**src/hdl/hsc_pkg.sv**
```systemverilog
// ----------------------------------------------------------------------------
// hsc_pkg: shared types and constants of the start code splitter
// Field widths, the buffer size limit and the event record that the scan
// front passes to the result back end through the event queue.
// ----------------------------------------------------------------------------
`default_nettype none

package hsc_pkg;

   localparam int POS_WIDTH = 25;
   localparam int BYTE_WIDTH = 8;

   localparam logic [POS_WIDTH-1:0] MAX_BUFFER_BYTES = 25'd16777216;
   localparam logic [POS_WIDTH-1:0] CODE3_LEN = 25'd3;
   localparam logic [POS_WIDTH-1:0] CODE4_LEN = 25'd4;
   localparam logic [POS_WIDTH-1:0] POS_ONE = 25'd1;

   localparam logic [1:0] SKIP_AFTER_CODE = 2'd3;

   localparam int QUEUE_DEPTH = 4;
   localparam int QUEUE_PTR_W = 2;
   localparam int QUEUE_CNT_W = 3;
   localparam logic [QUEUE_CNT_W-1:0] QUEUE_FULL_COUNT = 3'd4;

   localparam int RSP_DATA_WIDTH = 56;

   // Results caused by one input byte: a unit closed by a new start code,
   // and/or the final result at the buffer end.
   typedef struct packed {
      logic                 has_mid;
      logic [POS_WIDTH-1:0] mid_offset;
      logic [POS_WIDTH-1:0] mid_length;
      logic                 has_end;
      logic [POS_WIDTH-1:0] end_offset;
      logic [POS_WIDTH-1:0] end_length;
      logic                 end_none;
   } event_type;

   typedef struct packed {
      logic full;
      logic valid;
   } queue_status_type;

endpackage

`default_nettype wire

```
**src/hdl/hsc_front.sv**
```systemverilog
// ----------------------------------------------------------------------------
// hsc_front: byte scanner
// Keeps the last four bytes and the unit bookkeeping, detects start codes
// and builds one event record for every byte that causes a result.
// ----------------------------------------------------------------------------
`default_nettype none

module hsc_front (
   input  wire logic                          clock,
   input  wire logic                          reset,
   input  wire logic                          accept,
   input  wire logic [hsc_pkg::BYTE_WIDTH-1:0] data_byte,
   input  wire logic                          end_of_buffer,
   output logic                               push,
   output hsc_pkg::event_type                 push_event
);

   logic [hsc_pkg::BYTE_WIDTH-1:0] win0_ff, win1_ff, win2_ff, win3_ff;
   logic [hsc_pkg::POS_WIDTH-1:0]  pos_ff, pos_in;
   logic [1:0]                     skip_ff, skip_in;
   logic [hsc_pkg::POS_WIDTH-1:0]  start_ff, start_in;
   logic                           open_ff, open_in;

   logic                           four, three, code_found;
   logic [hsc_pkg::POS_WIDTH-1:0]  code_len, code_pos, pos_next;
   logic [hsc_pkg::POS_WIDTH-1:0]  scan_start;
   logic                           scan_open;

   always_comb begin
      four = (skip_ff == 2'd0) && (pos_ff >= hsc_pkg::CODE4_LEN) &&
             (win3_ff == 8'h00) && (win2_ff == 8'h00) &&
             (win1_ff == 8'h00) && (win0_ff == 8'h01);
      three = (skip_ff <= 2'd1) && (pos_ff >= hsc_pkg::CODE3_LEN) &&
              (win2_ff == 8'h00) && (win1_ff == 8'h00) && (win0_ff == 8'h01);
      code_found = four || three;
      code_len = four ? hsc_pkg::CODE4_LEN : hsc_pkg::CODE3_LEN;
      code_pos = pos_ff - code_len;
      pos_next = (pos_ff >= hsc_pkg::MAX_BUFFER_BYTES) ? hsc_pkg::MAX_BUFFER_BYTES
                                                       : pos_ff + hsc_pkg::POS_ONE;

      scan_start = code_found ? pos_ff : start_ff;
      scan_open = code_found || open_ff;

      push_event.has_mid = code_found && open_ff;
      push_event.mid_offset = start_ff;
      push_event.mid_length = (code_pos > start_ff) ? code_pos - start_ff : '0;
      push_event.has_end = end_of_buffer;
      push_event.end_offset = scan_open ? scan_start : '0;
      push_event.end_length = (scan_open && (pos_next > scan_start)) ?
                              pos_next - scan_start : '0;
      push_event.end_none = !scan_open;

      push = accept && (push_event.has_mid || push_event.has_end);

      if (code_found) begin
         skip_in = hsc_pkg::SKIP_AFTER_CODE;
      end else if (skip_ff != 2'd0) begin
         skip_in = skip_ff - 2'd1;
      end else begin
         skip_in = skip_ff;
      end
      pos_in = pos_next;
      start_in = scan_start;
      open_in = scan_open;
   end

   always_ff @(posedge clock) begin
      if (reset) begin
         win0_ff <= '0;
         win1_ff <= '0;
         win2_ff <= '0;
         win3_ff <= '0;
         pos_ff <= '0;
         skip_ff <= '0;
         start_ff <= '0;
         open_ff <= 1'b0;
      end else if (accept) begin
         if (end_of_buffer) begin
            // The buffer is finished: everything returns to its idle state.
            win0_ff <= '0;
            win1_ff <= '0;
            win2_ff <= '0;
            win3_ff <= '0;
            pos_ff <= '0;
            skip_ff <= '0;
            start_ff <= '0;
            open_ff <= 1'b0;
         end else begin
            win0_ff <= data_byte;
            win1_ff <= win0_ff;
            win2_ff <= win1_ff;
            win3_ff <= win2_ff;
            pos_ff <= pos_in;
            skip_ff <= skip_in;
            start_ff <= start_in;
            open_ff <= open_in;
         end
      end
   end

endmodule

`default_nettype wire

```
**src/hdl/hsc_queue.sv**
```systemverilog
// ----------------------------------------------------------------------------
// hsc_queue: event queue
// Short FIFO of event records between the scanner and the result back end.
// ----------------------------------------------------------------------------
`default_nettype none

module hsc_queue (
   input  wire logic                 clock,
   input  wire logic                 reset,
   input  wire logic                 push,
   input  wire hsc_pkg::event_type   push_event,
   input  wire logic                 pop,
   output hsc_pkg::event_type        head_event,
   output hsc_pkg::queue_status_type status
);

   hsc_pkg::event_type                entries_ff [hsc_pkg::QUEUE_DEPTH];
   logic [hsc_pkg::QUEUE_PTR_W-1:0]   wr_ptr_ff, rd_ptr_ff;
   logic [hsc_pkg::QUEUE_CNT_W-1:0]   count_ff, count_in;

   always_comb begin
      status.full = (count_ff == hsc_pkg::QUEUE_FULL_COUNT);
      status.valid = (count_ff != '0);
      head_event = entries_ff[rd_ptr_ff];
      case ({push, pop})
         2'b10:   count_in = count_ff + 1'b1;
         2'b01:   count_in = count_ff - 1'b1;
         default: count_in = count_ff;
      endcase
   end

   always_ff @(posedge clock) begin
      if (push) begin
         entries_ff[wr_ptr_ff] <= push_event;
      end
   end

   always_ff @(posedge clock) begin
      if (reset) begin
         wr_ptr_ff <= '0;
         rd_ptr_ff <= '0;
         count_ff <= '0;
      end else begin
         if (push) begin
            wr_ptr_ff <= wr_ptr_ff + 1'b1;
         end
         if (pop) begin
            rd_ptr_ff <= rd_ptr_ff + 1'b1;
         end
         count_ff <= count_in;
      end
   end

endmodule

`default_nettype wire

```
**src/hdl/hsc_back.sv**
```systemverilog
// ----------------------------------------------------------------------------
// hsc_back: result sequencer
// Unpacks each event record into one or two result transfers and holds
// the current result in an output register until it is taken.
// ----------------------------------------------------------------------------
`default_nettype none

module hsc_back (
   input  wire logic                         clock,
   input  wire logic                         reset,
   input  wire hsc_pkg::event_type           head_event,
   input  wire hsc_pkg::queue_status_type    status,
   output logic                              pop,
   output logic                              rsp_tvalid,
   input  wire logic                         rsp_tready,
   output logic [hsc_pkg::RSP_DATA_WIDTH-1:0] rsp_tdata,
   output logic [0:0]                        rsp_tuser,
   output logic                              rsp_tlast
);

   logic                          valid_ff, valid_in;
   logic                          mid_done_ff, mid_done_in;
   logic [hsc_pkg::POS_WIDTH-1:0] offset_ff, offset_in;
   logic [hsc_pkg::POS_WIDTH-1:0] length_ff, length_in;
   logic                          none_ff, none_in;
   logic                          last_ff, last_in;
   logic                          load, take, emit_mid;

   always_comb begin
      load = !valid_ff || rsp_tready;
      take = load && status.valid;
      emit_mid = head_event.has_mid && !mid_done_ff;

      // A record with both results stays at the head until its second one.
      pop = take && !(emit_mid && head_event.has_end);
      mid_done_in = take ? (emit_mid && head_event.has_end) : mid_done_ff;

      valid_in = take ? 1'b1 : (load ? 1'b0 : valid_ff);
      offset_in = emit_mid ? head_event.mid_offset : head_event.end_offset;
      length_in = emit_mid ? head_event.mid_length : head_event.end_length;
      none_in = emit_mid ? 1'b0 : head_event.end_none;
      last_in = !emit_mid;
   end

   always_ff @(posedge clock) begin
      if (reset) begin
         valid_ff <= 1'b0;
         mid_done_ff <= 1'b0;
      end else begin
         valid_ff <= valid_in;
         mid_done_ff <= mid_done_in;
      end
   end

   always_ff @(posedge clock) begin
      if (take) begin
         offset_ff <= offset_in;
         length_ff <= length_in;
         none_ff <= none_in;
         last_ff <= last_in;
      end
   end

   assign rsp_tvalid = valid_ff;
   assign rsp_tdata = {6'b0, length_ff, offset_ff};
   assign rsp_tuser = none_ff;
   assign rsp_tlast = last_ff;

endmodule

`default_nettype wire

```
**src/hdl/h264_start_code_splitter_unit.sv**
```systemverilog
// ----------------------------------------------------------------------------
// h264_start_code_splitter_unit: Annex B start code splitter
// Latency: a result passes through the event queue and the output register.
// Throughput: one byte per cycle while the event queue is not full; a byte that
// causes two results needs two output transfers, absorbed by the four-entry event queue.
// Reset: synchronous, active high; clears the scan state, queue and output.
// ----------------------------------------------------------------------------
`default_nettype none

module h264_start_code_splitter_unit (
   input  wire logic        clock,
   input  wire logic        reset,
   input  wire logic        req_tvalid,
   output logic             req_tready,
   input  wire logic [7:0]  req_tdata,   // [7:0] data_byte
   input  wire logic        req_tlast,   // end_of_buffer
   output logic             rsp_tvalid,
   input  wire logic        rsp_tready,
   output logic [55:0]      rsp_tdata,   // [24:0] unit_offset, [49:25] unit_length
   output logic [0:0]       rsp_tuser,   // [0] no_units
   output logic             rsp_tlast    // last_unit
);

   logic                      accept, push, pop;
   hsc_pkg::event_type        push_event, head_event;
   hsc_pkg::queue_status_type status;

   assign req_tready = !status.full;
   assign accept = req_tvalid && req_tready;

   hsc_front u_front (
      .clock         (clock),
      .reset         (reset),
      .accept        (accept),
      .data_byte     (req_tdata),
      .end_of_buffer (req_tlast),
      .push          (push),
      .push_event    (push_event)
   );

   hsc_queue u_queue (
      .clock      (clock),
      .reset      (reset),
      .push       (push),
      .push_event (push_event),
      .pop        (pop),
      .head_event (head_event),
      .status     (status)
   );

   hsc_back u_back (
      .clock      (clock),
      .reset      (reset),
      .head_event (head_event),
      .status     (status),
      .pop        (pop),
      .rsp_tvalid (rsp_tvalid),
      .rsp_tready (rsp_tready),
      .rsp_tdata  (rsp_tdata),
      .rsp_tuser  (rsp_tuser),
      .rsp_tlast  (rsp_tlast)
   );

endmodule

`default_nettype wire

```
**config.mk**
```make
export PLATFORM = sky130hd
export DESIGN_NAME = h264_start_code_splitter_unit
export DESIGN_NICKNAME = d
export VERILOG_FILES = /design/src/hdl/hsc_pkg.sv /design/src/hdl/hsc_front.sv /design/src/hdl/hsc_queue.sv /design/src/hdl/hsc_back.sv /design/src/hdl/h264_start_code_splitter_unit.sv
export SDC_FILE = /design/constraint.sdc
export NUM_CORES = 1
export LEC_CHECK = 0
export BUFFER_PORTS_ARGS = -buffer_cell sky130_fd_sc_hd__clkbuf_2
export CORE_MARGIN = 5
export CORE_UTILIZATION = 35
export DETAILED_ROUTE_END_ITERATION = 16
export HOLD_SLACK_MARGIN = 0.15
export PLACE_DENSITY = 0.59
export SYNTH_ARGS = -nofsm -noshare
export SYNTH_HDL_FRONTEND = slang
export SYNTH_SLANG_ARGS = --single-unit
```
**constraint.sdc**
```tcl
create_clock -name clock -period 10.32 [get_ports clock]
set_input_delay 2.064 -clock clock [delete_from_list [all_inputs] [get_ports clock]]
set_output_delay 2.064 -clock clock [all_outputs]
set_load 0.005 [all_outputs]
```
# After elaboration in Yosys (flattened, before gate mapping)
# Memories as Yosys holds them, arrays and structs flattened. A register that Yosys moved wholly into a read port is not among the register bits.
# Index checks and enable logic that the tools add are counted.
# word_totals
register_bits,146
mem_bits_rw,412
output_inout_bits,60
elab_cells,99
n_memories,1
# classes
add_sub_neg,9
order_cmp,6
eq_ne,4
n_mux,25
n_reduce_logical,37
# mem_list
name,depth,width,rd,rd_ports_with_merged_regs,write_ports,line,source
u_queue.entries_ff,4,103,1,1,1,hsc_queue.sv:17,hsc_pkg::event_type entries_ff [hsc_pkg::QUEUE_DEPTH];
# ops
cell,n
25-bit 2-to-1 mux,9
25-bit subtractor,3
25-bit greater-than comparator,2
8-bit 2-to-1 mux,4
25-bit by 1-bit adder with 25-bit output (second input constant),1
25-bit by 2-bit >= comparator with 1-bit output (second input constant),1
25-bit >= comparator (second input constant),1
25-bit by 3-bit >= comparator with 1-bit output (second input constant),1
8-bit zero test,3
1-bit logical AND,17
2-bit 2-to-1 mux,5
8-bit by 1-bit equality test with 1-bit output (second input constant),1
1-bit zero test,6
3-bit case mux with 2 select lines,1
2-bit nonzero test,3
3-bit nonzero test,2
1-bit 2-to-1 mux,5
2-bit by 1-bit adder with 2-bit output (second input constant),2
1-bit logical OR,4
3-bit by 1-bit adder with 3-bit output (second input constant),1
3-bit equality test (second input constant),1
3-bit 2-to-1 mux,1
3-bit by 1-bit subtractor with 3-bit output (second input constant),1
2-bit by 1-bit equality test with 1-bit output (second input constant),1
5 further kinds,5

# Logic depth before layout (Yosys ltp)
# depth
depth_word,12
depth_mapped,25

# By module
# A second synthesis with hierarchy kept.
# hier_totals
cells_unflattened,1903
hier_area_um2,25418.1
# modules_own_cells
module,n_inst,cells_per_inst,area_each_um2
hsc_queue,1,585,15372.2
hsc_front,1,1082,7642.3
hsc_back,1,234,2393.5
h264_start_code_splitter_unit,1,2,10.0

# Least setup slack after synthesis
# No wires, ideal clock.
# synth_timing
path_type,input-to-reg
from,in rsp_tready
to,reg u_queue.count_ff[2] (netlist bit)
setup_time_ns,0.070
arrival_time_ns,6.477
t_required_ns,10.250
path_slack_ns,3.772
path_stages,9
n_path_buf,0
cell_sequence,inv_1 > a21oi_1 > a21boi_0 > ha_1 > inv_1 > fa_1 > xor2_1 > or3_1 > a21oi_1
# synth_between
elab_chain_cells,5
elab_cells_between_ends,7
# synth_lines
element,line,source
start: declaration,h264_start_code_splitter_unit.sv:18,"input wire logic rsp_tready,"
1-bit logical OR *,hsc_back.sv:30,load = !valid_ff || rsp_tready;
1-bit logical AND *,hsc_back.sv:31,take = load && status.valid;
net u_back.take,hsc_back.sv:27,"logic load, take, emit_mid;"
1-bit logical AND *,hsc_back.sv:35,pop = take && !(emit_mid && head_event.has_end);
net pop,h264_start_code_splitter_unit.sv:24,"logic accept, push, pop;"
2-bit by 1-bit equality test with 1-bit output or 2-bit equality test (tied branches),hsc_queue.sv:25,"case ({push, pop})"
3-bit case mux with 2 select lines or 2-bit nonzero test (tied branches),--,
end signal: assignment,hsc_queue.sv:50,count_ff <= count_in;
end: declaration,hsc_queue.sv:19,"logic [hsc_pkg::QUEUE_CNT_W-1:0] count_ff, count_in;"
# Mark *: on every way through the listed nets, which the timed path passes. The rest lies on a longest branch.
# A chain may end at the register's enable or synchronous reset.

==> flow_summary_export.csv <==
group,metric,value,unit
final_layout,fin_util,40.0,%
global_routing,grt_overflow,0,
status,outcome,"finished, final reports clean",
cts,h-tree-depth,2,
cts,root_buffer,"clkbuf_16",
pwr,power_density,210,nW/um^2
timing,worst_slew_pin_slew,1.11,ns
setup_path,cp_num_buf_inv,1,
logic_synthesis,synth.cell_area,24900,um^2
final_layout,area_growth,13.0,%
timing,fmax,148,MHz
cts,cts_tree,"built",
cts,clockBufferDepth,3,
logic_synthesis,synth_seq_cells,560,
floorplanning,die-area,76700,um^2
setup_path,worstPathRequired,10.64,ns
placed_design,dp_hpwl,37000,um
pwr,p_leak,9.31,nW
detailed_routing,ant_nets,0,
floorplanning,core,70400,um^2
detailed_routing,wl,57700,um
final_layout,final_nets,1868,
timing,finalHoldViolations,0,
cts,clk_latency,0.62,ns
logic_synthesis,netlist_top_cells_count,"edfxtp_1, nor2_1, mux4_2",
setup_path,cp_top_family,"simple AND/OR/NAND/NOR gates",
logic_synthesis,synth_warnings,0,
logic_synthesis,synthArstFlopShare,0,%
detailed_routing,post-route-drc-count,0,
floorplanning,die_w,277,um
timing,grt_setup_unrepaired,"no",
timing,fin_tns_setup,0,ns
global_routing,antenna_found_initial,1,
logic_synthesis,synth_top_cell_by_area,"edfxtp_1",
setup_path,cpMaxStageDelayCell,"nor4_1",
timing,drv_slew,0,
floorplanning,initial_core_util,35.4,%
final_layout,drive_gt1_share,19.4,%
placed_design,finalWeightedCongestion,0.917,
logic_synthesis,avgSynthCellArea,14.3,um^2
logic_synthesis,synth_edf_count,464,
timing,fin_crit,6.75,ns
detailed_routing,vias_per_cell,5.24,
global_routing,grt_pass1_vias,15100,
job,maxCapViolCount,0,
detailed_routing,wl_per_cell,20.7,um
cts,clk_pin_slew,0.07,ns
cts,ctsHoldBuffers,0,
global_routing,grt_start_max_net_pins,72,
placed_design,io_buffers,66,
min_path,hold_class,"reg -> reg",
timing,finalSetupViolCount,0,
setup_path,critPathKind,"reg -> reg",
cts,clock-sinks,560,
cts,postCtsSetupRepairBufs,0,
placed_design,placed_area,26200,um^2
detailed_routing,via_count,14600,
logic_synthesis,netlist_instances,1742,
setup_path,max_stage_delay,0.79,ns
logic_synthesis,synth_ff_type,"edfxtp_1",
floorplanning,rows,97,
floorplanning,fp.dieH,277,um
cts,cts_buffers,59,
floorplanning,ios,73,
setup_path,crit_fanout,24,
logic_synthesis,yosysMostFrequentCell,"edfxtp_1",
timing,skew,0.0240,ns
global_routing,grt_pass1_wl,89600,um
logic_synthesis,synth_cell_types,66,
logic_synthesis,synthTopCellsByArea,"edfxtp_1, mux4_2, dfxtp_1, ha_1, nor2_1",
detailed_routing,drtIter0Drc,1190,
timing,timing.final.crit_share,65.4,%
setup_path,critPathCaptureType,"register",
timing,slew_headroom,25.8,%
setup_path,cp_cell_sequence,"or4_1 -> or3_1 -> o31a_1 -> nand2_1 -> inv_1 -> ha_1 -> nor2b_1 -> o21ai_0 -> nand2b_1 -> nand2b_1 -> nand2b_1 -> or2_2 -> nor2_1 -> xor2_1 -> ha_1 -> and3_1 -> and2_1 -> nand3_1 -> nor2_1 -> nand3_1 -> nand3_1 -> nand2_1 -> nor4_1",
setup_path,crit_arrival,7.07,ns
setup_path,cp-start-kind,"register",
detailed_routing,dr.pass1.iters,5,
final_layout,fin_area,28200,um^2
global_routing,grt_use_total,14.8,%
final_layout,n_antenna_cell,0,
logic_synthesis,synth_top_area_share,55.9,%
logic_synthesis,yosysSeqAreaShare,63.6,%
cts,cts_resized,0,
pwr,ir_drop,0.000239,V
==> report_power, final <==
group | switching [W] | leakage (nW) | total (W) | internal, W
logic | 0.000546 | 3.47 | 0.00104 | 0.000496
registers | 0.0000723 | 4.87 | 0.00273 | 0.00266
clock network | 0.000866 | 0.964 | 0.00213 | 0.00127
total | 0.00148 | 9.31 | 0.00590 | 0.00442
==> logic make-up after synthesis <==
kind of cell | count (synthesis) | share of synthesized area [%]
flip-flops | 560 | 63.6
AND/OR/NAND/NOR | 464 | 9.25
AO/OA/AOI/OAI | 237 | 5.79
multiplexers | 177 | 12.5
buffers and inverters | 160 | 2.67
XOR/XNOR | 77 | 2.71
adder cells (fa/ha/maj) | 66 | 3.43
other | 1 | 0.0150
==> flip-flops by register name, indices dropped and copies added (netlist names), 2 cells and up, named ones only <==
name and cells:
u_back.length_ff 25, u_back.offset_ff 25, u_front.pos_ff 25, u_front.skip_ff 2, u_front.start_ff 25, u_front.win0_ff 8, u_front.win1_ff 8, u_front.win2_ff 8
u_front.win3_ff 8, u_queue.count_ff 3, u_queue.entries_ff 412, u_queue.rd_ptr_ff 2, u_queue.wr_ptr_ff 2
==> worst reg2reg max path, delay by kind of cell (launching register included) <==
kind | cells | cell delay (ns)
xor+xnor | 1 | 0.08
simple gates | 17 | 4.77
compound gates | 2 | 0.51
flops | 1 | 0.42
fa+ha+maj | 2 | 0.60
buf+inv | 1 | 0.07
==> path summary, 6_finish.rpt <==
| kind | start | to | slack [ns] | depth (start not counted) |
|---|---|---|---|---|
| min reg2reg | u_front.open_ff$_SDFFE_PP0P_ | u_front.open_ff$_SDFFE_PP0P_ | 0.48 | 1 |
| max reg2reg | u_front.pos_ff[10]$_SDFFE_PP0P_ | u_queue.entries_ff[3][54]$_DFFE_PP_ | 3.57 | 23 |
| min | u_front.open_ff$_SDFFE_PP0P_ | u_front.open_ff$_SDFFE_PP0P_ | 0.48 | 1 |
| max | u_front.pos_ff[10]$_SDFFE_PP0P_ | u_queue.entries_ff[3][54]$_DFFE_PP_ | 3.57 | 23 |
==> cells in the final DEF (no fill, tap or decap), types with 39 or more instances in the layout <==
cell / count
ha_1: 62
mux4_2: 103
xor2_1: 40
o21ai_0: 62
nor3b_1: 39
nor2_1: 176
mux2_2: 50
dfxtp_1: 94
edfxtp_1: 464
nor3_1: 46
a21oi_1: 83
nand2_1: 63
inv_1: 56
clkbuf_16: 59
clkbuf_2: 66
==> area by class of cell <==
cell class | count | area [um^2]
Multi-Input combinational cell | 1027 | 8480
Clock buffer | 71 | 1540
Fill cell | 6580 | 42200
Timing Repair Buffer | 84 | 465
Inverter | 57 | 214
Sequential cell | 560 | 15900
Tap cell | 940 | 1180
Clock inverter | 40 | 430
==> stage by stage <==
stage / power [W] / setup slack (ns) / cells / hold WS (ns)
floorplan: 0.00352 / 3.77 / 1747 / 0.440
global placement: 0.00384 / 3.69 / 2668 / 0.450
detailed placement: 0.00386 / 3.61 / 2668 / 0.464
CTS: 0.00601 / 3.56 / 2779 / 0.479
global route: 0.00618 / 2.96 / 2779 / 0.490
finish: 0.00590 / 3.57 / 2779 / 0.475
==> per-layer routing <==
layer | up-vias | track usage, % | wire, um
met2 | 399 | 26.0 | 29200
met4 | 0 | 4.71 | 1570
met5 | - | 0 | 0
met1 | 7369 | 19.1 | 24300
met3 | 91 | 2.13 | 2630
li1 | 6706 | - | -
No activity file was read; power rests on OpenSTA's default activity.
